## src/hdl/tsd_pkg.sv

```systemverilog
`default_nettype none

package tsd_pkg;

   // block geometry and field widths
   localparam int BLOCK_BYTES = 512;
   localparam int OFF_BITS    = $clog2(BLOCK_BYTES);
   localparam int SIZE_BITS   = 36;
   localparam int DATA_BITS   = 64;
   localparam int USER_BITS   = 4;

   localparam logic [OFF_BITS-1:0] OFF_LAST       = OFF_BITS'(BLOCK_BYTES - 1);
   localparam logic [OFF_BITS-1:0] OFF_SIZE_FIRST = 9'd124;
   localparam logic [OFF_BITS-1:0] OFF_SIZE_LAST  = 9'd135;
   localparam logic [OFF_BITS-1:0] OFF_TYPE       = 9'd156;
   localparam logic [OFF_BITS-1:0] OFF_LINK       = 9'd157;
   localparam logic [OFF_BITS-1:0] OFF_PREFIX     = 9'd345;

   // ascii codes used by the size and type fields
   localparam logic [7:0] CHAR_NUL   = 8'h00;
   localparam logic [7:0] CHAR_SPACE = 8'h20;
   localparam logic [7:0] CHAR_ZERO  = 8'h30;
   localparam logic [7:0] CHAR_SEVEN = 8'h37;

   // byte classification codes
   localparam logic [2:0] KIND_HEADER  = 3'd0;
   localparam logic [2:0] KIND_DATA    = 3'd1;
   localparam logic [2:0] KIND_PAD     = 3'd2;
   localparam logic [2:0] KIND_ENDBLK  = 3'd3;
   localparam logic [2:0] KIND_IGNORED = 3'd4;

   // archive framing phase
   typedef enum logic [4:0] {
      PH_HEADER = 5'b00001,
      PH_DATA   = 5'b00010,
      PH_PAD    = 5'b00100,
      PH_ENDBLK = 5'b01000,
      PH_DONE   = 5'b10000
   } phase_type;

   // octal size field scan
   typedef enum logic [2:0] {
      SCAN_SKIP   = 3'b001,
      SCAN_DIGITS = 3'b010,
      SCAN_DONE   = 3'b100
   } scan_type;

   // framing control to the header scanner
   typedef struct packed {
      logic                update;
      logic                clear;
      logic [OFF_BITS-1:0] offset;
   } scan_ctrl_type;

   // header fields seen so far
   typedef struct packed {
      logic                 all_zero;
      logic [SIZE_BITS-1:0] size;
      logic [7:0]           type_code;
      logic                 link_seen;
      logic                 prefix_seen;
   } hdr_info_type;

   // one result item
   typedef struct packed {
      logic [7:0]           out_byte;
      logic [2:0]           byte_kind;
      logic [OFF_BITS-1:0]  block_offset;
      logic                 entry_ready;
      logic [7:0]           entry_type;
      logic [SIZE_BITS-1:0] entry_length;
      logic                 has_link;
      logic                 has_prefix;
      logic                 data_last;
   } result_type;

endpackage

`default_nettype wire

```

## src/hdl/tsd_header_scan.sv

```systemverilog
`default_nettype none

module tsd_header_scan (
   input  wire                     clock,
   input  wire                     reset,
   input  wire                     [7:0] in_byte,
   input  tsd_pkg::scan_ctrl_type  scan_ctrl,
   output tsd_pkg::hdr_info_type   hdr_info
);

   logic                          all_zero_ff, all_zero_in;
   logic [tsd_pkg::SIZE_BITS-1:0] size_ff, size_in;
   tsd_pkg::scan_type             scan_ff, scan_in;
   logic [7:0]                    type_ff, type_in;
   logic                          link_ff, link_in;
   logic                          prefix_ff, prefix_in;

   logic in_size_field;
   logic is_blank;
   logic is_octal;
   logic all_zero_now;

   // byte classes for the size field
   always_comb begin
      in_size_field = (scan_ctrl.offset >= tsd_pkg::OFF_SIZE_FIRST) &&
                      (scan_ctrl.offset <= tsd_pkg::OFF_SIZE_LAST);
      is_blank      = (in_byte == tsd_pkg::CHAR_SPACE) || (in_byte == tsd_pkg::CHAR_NUL);
      is_octal      = (in_byte >= tsd_pkg::CHAR_ZERO) && (in_byte <= tsd_pkg::CHAR_SEVEN);
      all_zero_now  = all_zero_ff && (in_byte == tsd_pkg::CHAR_NUL);
   end

   // field capture, cleared after the last header byte
   always_comb begin
      all_zero_in = all_zero_ff;
      size_in     = size_ff;
      scan_in     = scan_ff;
      type_in     = type_ff;
      link_in     = link_ff;
      prefix_in   = prefix_ff;
      if (scan_ctrl.update) begin
         if (scan_ctrl.clear) begin
            all_zero_in = 1'b1;
            size_in     = '0;
            scan_in     = tsd_pkg::SCAN_SKIP;
            type_in     = '0;
            link_in     = 1'b0;
            prefix_in   = 1'b0;
         end else begin
            all_zero_in = all_zero_now;
            if (in_size_field) begin
               if ((scan_ff == tsd_pkg::SCAN_SKIP) && is_blank) begin
                  scan_in = scan_ff;
               end else if ((scan_ff != tsd_pkg::SCAN_DONE) && is_octal) begin
                  scan_in = tsd_pkg::SCAN_DIGITS;
                  size_in = {size_ff[tsd_pkg::SIZE_BITS-4:0], in_byte[2:0]};
               end else begin
                  scan_in = tsd_pkg::SCAN_DONE;
               end
            end
            if (scan_ctrl.offset == tsd_pkg::OFF_TYPE) begin
               type_in = (in_byte == tsd_pkg::CHAR_NUL) ? tsd_pkg::CHAR_ZERO : in_byte;
            end
            if (scan_ctrl.offset == tsd_pkg::OFF_LINK) begin
               link_in = (in_byte != tsd_pkg::CHAR_NUL);
            end
            if (scan_ctrl.offset == tsd_pkg::OFF_PREFIX) begin
               prefix_in = (in_byte != tsd_pkg::CHAR_NUL);
            end
         end
      end
   end

   always_ff @(posedge clock) begin
      if (reset) begin
         all_zero_ff <= 1'b1;
         size_ff     <= '0;
         scan_ff     <= tsd_pkg::SCAN_SKIP;
         type_ff     <= '0;
         link_ff     <= 1'b0;
         prefix_ff   <= 1'b0;
      end else begin
         all_zero_ff <= all_zero_in;
         size_ff     <= size_in;
         scan_ff     <= scan_in;
         type_ff     <= type_in;
         link_ff     <= link_in;
         prefix_ff   <= prefix_in;
      end
   end

   // all_zero includes the current byte so the last header byte counts
   always_comb begin
      hdr_info.all_zero    = all_zero_now;
      hdr_info.size        = size_ff;
      hdr_info.type_code   = type_ff;
      hdr_info.link_seen   = link_ff;
      hdr_info.prefix_seen = prefix_ff;
   end

endmodule

`default_nettype wire

```

## src/hdl/tsd_block_ctrl.sv

```systemverilog
`default_nettype none

module tsd_block_ctrl (
   input  wire                     clock,
   input  wire                     reset,
   input  wire                     step,
   input  wire                     [7:0] in_byte,
   input  tsd_pkg::hdr_info_type   hdr_info,
   output tsd_pkg::scan_ctrl_type  scan_ctrl,
   output tsd_pkg::result_type     result
);

   tsd_pkg::phase_type            phase_ff, phase_in;
   logic [tsd_pkg::OFF_BITS-1:0]  offset_ff, offset_in;
   logic [tsd_pkg::SIZE_BITS-1:0] left_ff, left_in;

   logic last_in_block;
   logic left_final;

   always_comb begin
      last_in_block = (offset_ff == tsd_pkg::OFF_LAST);
      left_final    = (left_ff[tsd_pkg::SIZE_BITS-1:1] == '0);
   end

   // header scanner runs only in the header phase
   always_comb begin
      scan_ctrl.update = step && (phase_ff == tsd_pkg::PH_HEADER);
      scan_ctrl.clear  = last_in_block;
      scan_ctrl.offset = offset_ff;
   end

   // phase sequencing and result fields
   always_comb begin
      phase_in = phase_ff;
      left_in  = left_ff;
      result   = '0;
      result.out_byte     = in_byte;
      result.block_offset = offset_ff;
      unique case (phase_ff)
         tsd_pkg::PH_HEADER: begin
            result.byte_kind = tsd_pkg::KIND_HEADER;
            if (last_in_block) begin
               if (hdr_info.all_zero) begin
                  phase_in = tsd_pkg::PH_ENDBLK;
               end else begin
                  result.entry_ready  = 1'b1;
                  result.entry_type   = hdr_info.type_code;
                  result.entry_length = hdr_info.size;
                  result.has_link     = hdr_info.link_seen;
                  result.has_prefix   = hdr_info.prefix_seen;
                  left_in             = hdr_info.size;
                  phase_in = (hdr_info.size != '0) ? tsd_pkg::PH_DATA : tsd_pkg::PH_HEADER;
               end
            end
         end
         tsd_pkg::PH_DATA: begin
            result.byte_kind = tsd_pkg::KIND_DATA;
            if (left_final) begin
               left_in          = '0;
               result.data_last = 1'b1;
               phase_in = last_in_block ? tsd_pkg::PH_HEADER : tsd_pkg::PH_PAD;
            end else begin
               left_in = left_ff - tsd_pkg::SIZE_BITS'(1);
            end
         end
         tsd_pkg::PH_PAD: begin
            result.byte_kind = tsd_pkg::KIND_PAD;
            if (last_in_block) begin
               phase_in = tsd_pkg::PH_HEADER;
            end
         end
         tsd_pkg::PH_ENDBLK: begin
            result.byte_kind = tsd_pkg::KIND_ENDBLK;
            if (last_in_block) begin
               phase_in = tsd_pkg::PH_DONE;
            end
         end
         default: begin
            result.byte_kind = tsd_pkg::KIND_IGNORED;
         end
      endcase
      offset_in = last_in_block ? '0 : (offset_ff + tsd_pkg::OFF_BITS'(1));
   end

   always_ff @(posedge clock) begin
      if (reset) begin
         phase_ff  <= tsd_pkg::PH_HEADER;
         offset_ff <= '0;
         left_ff   <= '0;
      end else if (step) begin
         phase_ff  <= phase_in;
         offset_ff <= offset_in;
         left_ff   <= left_in;
      end
   end

endmodule

`default_nettype wire

```

## src/hdl/tar_stream_deframer.sv

```systemverilog
// an accepted byte is held in the input register, and its result then in the result register
// throughput: one byte per cycle while rsp is not stalled, the framing state updates once per byte
// input register and result register each hold one item, so while a result
// stalls one more byte is still taken into the input register
// reset (synchronous, active high) empties both registers and returns the
// framer to the header phase at block offset zero
`default_nettype none

module tar_stream_deframer (
   input  wire                              clock,
   input  wire                              reset,
   input  wire                              req_tvalid,
   output logic                             req_tready,
   input  wire  [7:0]                       req_tdata,  // in_byte
   output logic                             rsp_tvalid,
   input  wire                              rsp_tready,
   // out_byte, block_offset, entry_type, entry_length, has_link, has_prefix, zero pad
   output logic [tsd_pkg::DATA_BITS-1:0]    rsp_tdata,
   output logic [tsd_pkg::USER_BITS-1:0]    rsp_tuser,  // byte_kind, entry_ready
   output logic                             rsp_tlast   // data_last
);

   logic                in_valid_ff;
   logic [7:0]          in_byte_ff;
   logic                rsp_valid_ff;
   tsd_pkg::result_type rsp_ff;

   logic                   out_free;
   logic                   step;
   tsd_pkg::scan_ctrl_type scan_ctrl;
   tsd_pkg::hdr_info_type  hdr_info;
   tsd_pkg::result_type    result;

   // handshake
   always_comb begin
      out_free   = !rsp_valid_ff || rsp_tready;
      step       = in_valid_ff && out_free;
      req_tready = !in_valid_ff || out_free;
   end

   // input register
   always_ff @(posedge clock) begin
      if (reset) begin
         in_valid_ff <= 1'b0;
      end else if (req_tready) begin
         in_valid_ff <= req_tvalid;
      end
   end

   always_ff @(posedge clock) begin
      if (req_tready && req_tvalid) begin
         in_byte_ff <= req_tdata;
      end
   end

   tsd_header_scan u_header_scan (
      .clock     (clock),
      .reset     (reset),
      .in_byte   (in_byte_ff),
      .scan_ctrl (scan_ctrl),
      .hdr_info  (hdr_info)
   );

   tsd_block_ctrl u_block_ctrl (
      .clock     (clock),
      .reset     (reset),
      .step      (step),
      .in_byte   (in_byte_ff),
      .hdr_info  (hdr_info),
      .scan_ctrl (scan_ctrl),
      .result    (result)
   );

   // result register
   always_ff @(posedge clock) begin
      if (reset) begin
         rsp_valid_ff <= 1'b0;
      end else if (out_free) begin
         rsp_valid_ff <= in_valid_ff;
      end
   end

   always_ff @(posedge clock) begin
      if (step) begin
         rsp_ff <= result;
      end
   end

   // port packing
   always_comb begin
      rsp_tvalid = rsp_valid_ff;
      rsp_tdata  = {1'b0, rsp_ff.has_prefix, rsp_ff.has_link, rsp_ff.entry_length,
                    rsp_ff.entry_type, rsp_ff.block_offset, rsp_ff.out_byte};
      rsp_tuser  = {rsp_ff.entry_ready, rsp_ff.byte_kind};
      rsp_tlast  = rsp_ff.data_last;
   end

endmodule

`default_nettype wire

```

## config.mk

```make
export PLATFORM = sky130hd
export DESIGN_NAME = tar_stream_deframer
export DESIGN_NICKNAME = d
export VERILOG_FILES = /design/src/hdl/tsd_pkg.sv /design/src/hdl/tsd_header_scan.sv /design/src/hdl/tsd_block_ctrl.sv /design/src/hdl/tar_stream_deframer.sv
export SDC_FILE = /design/constraint.sdc
export NUM_CORES = 1
export LEC_CHECK = 0
export BUFFER_PORTS_ARGS = -buffer_cell sky130_fd_sc_hd__buf_2
export CORE_UTILIZATION = 45
export DETAILED_ROUTE_END_ITERATION = 16
export PLACE_DENSITY_LB_ADDON = 0.2
export SLEW_MARGIN = 20
export SYNTH_ARGS = -nofsm -noshare
export SYNTH_HDL_FRONTEND = slang
export SYNTH_SLANG_ARGS = --single-unit
```

## constraint.sdc

```tcl
create_clock -name clock -period 9.2 [get_ports clock]
set_input_delay 2.76 -clock clock [delete_from_list [all_inputs] [get_ports clock]]
set_output_delay 2.76 -clock clock [all_outputs]
set_load 0.05 [all_outputs]
```

==> metrics.csv <==
metric;value;unit
synthTopCellsByArea;edfxtp_1 28%, dfxtp_1 25%, and3_1 4.0%;
root_buffer;clkbuf_16;
status;finished, final reports clean;
clock_path_buffers;2;
reg2reg_slack;5.09;ns
syn-num-nets;795;
reg2reg_depth;9;
fin_crit;6.275;ns
rows;48;
finalHoldViolations;0;
crit_top_cell;buf_2;
tns;0;ns
power_density;182.0;nW/um^2
routed_via_density;6.102;
drtIter0Drc;657;
hold_start;u_header_scan.type_ff[3];
routed_wl;20990;um
overflow;0;
hold_buffers;0;
ir_drop;127.5;uV
crit_fanout;4;
dpl.cell_count;1038;
grt_pass1_wl;33480;um
grt_pass1_vias;6105;
fill_cells;1567;
hp-class;reg -> reg;
synth_most_common_cell;dfxtp_1;
grt_max_degree;80;
synthTopCellsByCount;102 x dfxtp_1, 76 x edfxtp_1, 52 x and3_1;
rr_startpoint;u_block_ctrl.offset_ff[0];
synthCells;778;
final-max-slew-violation-count;0;
wire_per_inst;19.59;um
drive_gt1_share;16.78;%
rsz0062_at_grt;false;
critPathLaunchType;input pin;
clock_latency;0.44;ns
synth_ff_type;dfxtp_1;
crit_slowest_cell;nor2b_1;
slowest_delay;0.31;ns
groute.usage.overall;23.64;%
antenna_cells;0;
hold_end;u_header_scan.type_ff[3];
setup_ws;2.925;ns
cts_tree;built;
drcViolationCount;0;
slew_headroom;33.12;%
clock_sinks;178;
setup_viol;0;
antenna_found_initial;0;
synth-async-reset-ratio;0;%
critPathCaptureType;primary output;
crit_required;6.44;ns
hold_depth;2;
synth_edf_count;76;
final_antenna_net_count;0;
fmax;0.1594;GHz
final_nets;850;
worst_pin_slew;0.9965;ns
leakagePower;3.571;nW
critPathKind;in -> out;
skew;0.01285;ns
fp.coreArea;17420;sq um
fp.dieH;135.9;um
dp_hpwl;13780;um
areaGrowthSynthToFinish;14.24;%
worst_r2r_endpoint;u_block_ctrl.left_ff[34];
synth_cell_types;70;
htree_levels;4;
netlist_area;8068;sq um
place_ws;2.930;ns
dieArea;18470;sq um
cts_made_buffers;17;
vias;6535;
post-route-period-util;68.21;%
yosysWarnings;0;
synth.avg_cell_area;10.37;sq um
cts_resized;0;
cp.arrival;3.52;ns
instances_no_fill;1071;
synth-seq-cells;178;
seq_area;4324;sq um
ys_seq_area_share;53.60;%
cp_cell_sequence;buf_2, nor2b_1, nand2_1, buf_2;
pin_count;83;
routabilityCongestion;0.8285;
clk_pin_slew;0.07;ns
dr.pass1.iters;8;
start_util;46.32;%
synthDominantCellAreaShare;28.29;%
dieWidth;135.9;um
post_cts_buffers;0;
port_buffers;81;
yosysTopAreaCell;edfxtp_1;
drv_cap;0;
multi_input_area;3379;sq um
[stage by stage]
step	hold WS, ns	util [%]	cell area [sq um]	power, mW
after floorplan	0.4064	-	8068	0.9418
after global placement	0.4375	49.32	8589	0.9638
after detailed placement	0.4443	49.35	8596	0.9662
after CTS	0.4551	52.75	9188	1.688
after global routing	0.4713	52.92	9216	1.731
final	0.4566	52.92	9216	1.677
[sequential cells by signal, indices dropped and copies added, names as in the netlist, 4 cells and up]
signal,count
u_header_scan.size_ff,36
u_header_scan.type_ff,8
u_block_ctrl.left_ff,36
in_byte_ff,8
rsp_tdata,63
u_block_ctrl.offset_ff,9
rsp_tuser,4
u_block_ctrl.phase_ff,5
[layer usage]
metal	share of wire [%]	routed length (um)	vias up	GRT usage, %
met4	1.8	368	0	8.457
li1	-	-	3125	-
met5	0	0	-	0
met2	45	9355	265	35.77
met3	7.3	1524	30	4.474
met1	46	9736	3115	33.64
[how the worst max path moves through the flow]
stage	from	end	slack [ns]	depth (start not counted)
floorplan	rsp_tready	req_tready	3.04	2
global placement	rsp_tready	req_tready	2.95	4
detailed placement	rsp_tready	req_tready	2.93	4
CTS	rsp_tready	req_tready	2.92	4
global route	rsp_tready	req_tready	2.84	4
finish	rsp_tready	req_tready	2.92	4
[critical path: cells and delay by family]
kind / cells / cell delay, ns
and+or+nand+nor: 2 / 0.42
buffers and inverters: 2 / 0.32
[cell families (layout without fill, tap and decap cells)]
| family | Yosys count | count (layout) | synth area share (%) |
|---|---|---|---|
| fa+ha+maj | 5 | 5 | 0.7754 |
| simple gates | 300 | 300 | 21.37 |
| other cells | 1 | 1 | 0.04648 |
| flops | 178 | 178 | 53.60 |
| mux | 7 | 7 | 0.8685 |
| compound gates | 186 | 186 | 17.45 |
| buf+inv | 91 | 159 | 4.808 |
| xor+xnor | 10 | 10 | 1.086 |
[cell type report]
class | count | area share (%)
sequential | 178 | 46.92
multi-input combinational | 509 | 36.67
timing repair buffer | 92 | 5.512
clock buffer | 18 | 4.765
tap | 225 | 3.055
clock inverter | 14 | 1.656
inverter | 35 | 1.425
[layout by cell type, fill, tap and decap left out, drive strengths merged, types with 6 or more instances in the layout]
master	instances
a211oi	8
a21oi	46
a22o	37
a22oi	13
a31oi	6
a32oi	10
and2	7
and3	52
and4	6
buf	92
clkbuf	18
clkinv	7
dfxtp	102
edfxtp	76
inv	39
mux2i	7
nand2	48
nand2b	6
nand3	21
nand3b	8
nand4	15
nor2	32
nor2b	6
nor3	28
nor4	30
o21ai	10
o32ai	20
or3	12
or4	13
xor2	7
[power breakdown]
group	internal [mW]	switching, mW	total (mW)
Clock	0.411	0.319	0.730
Sequential	0.841	0.00762	0.849
Combinational	0.0163	0.0822	0.0986
(Power assumes the default switching activity.)
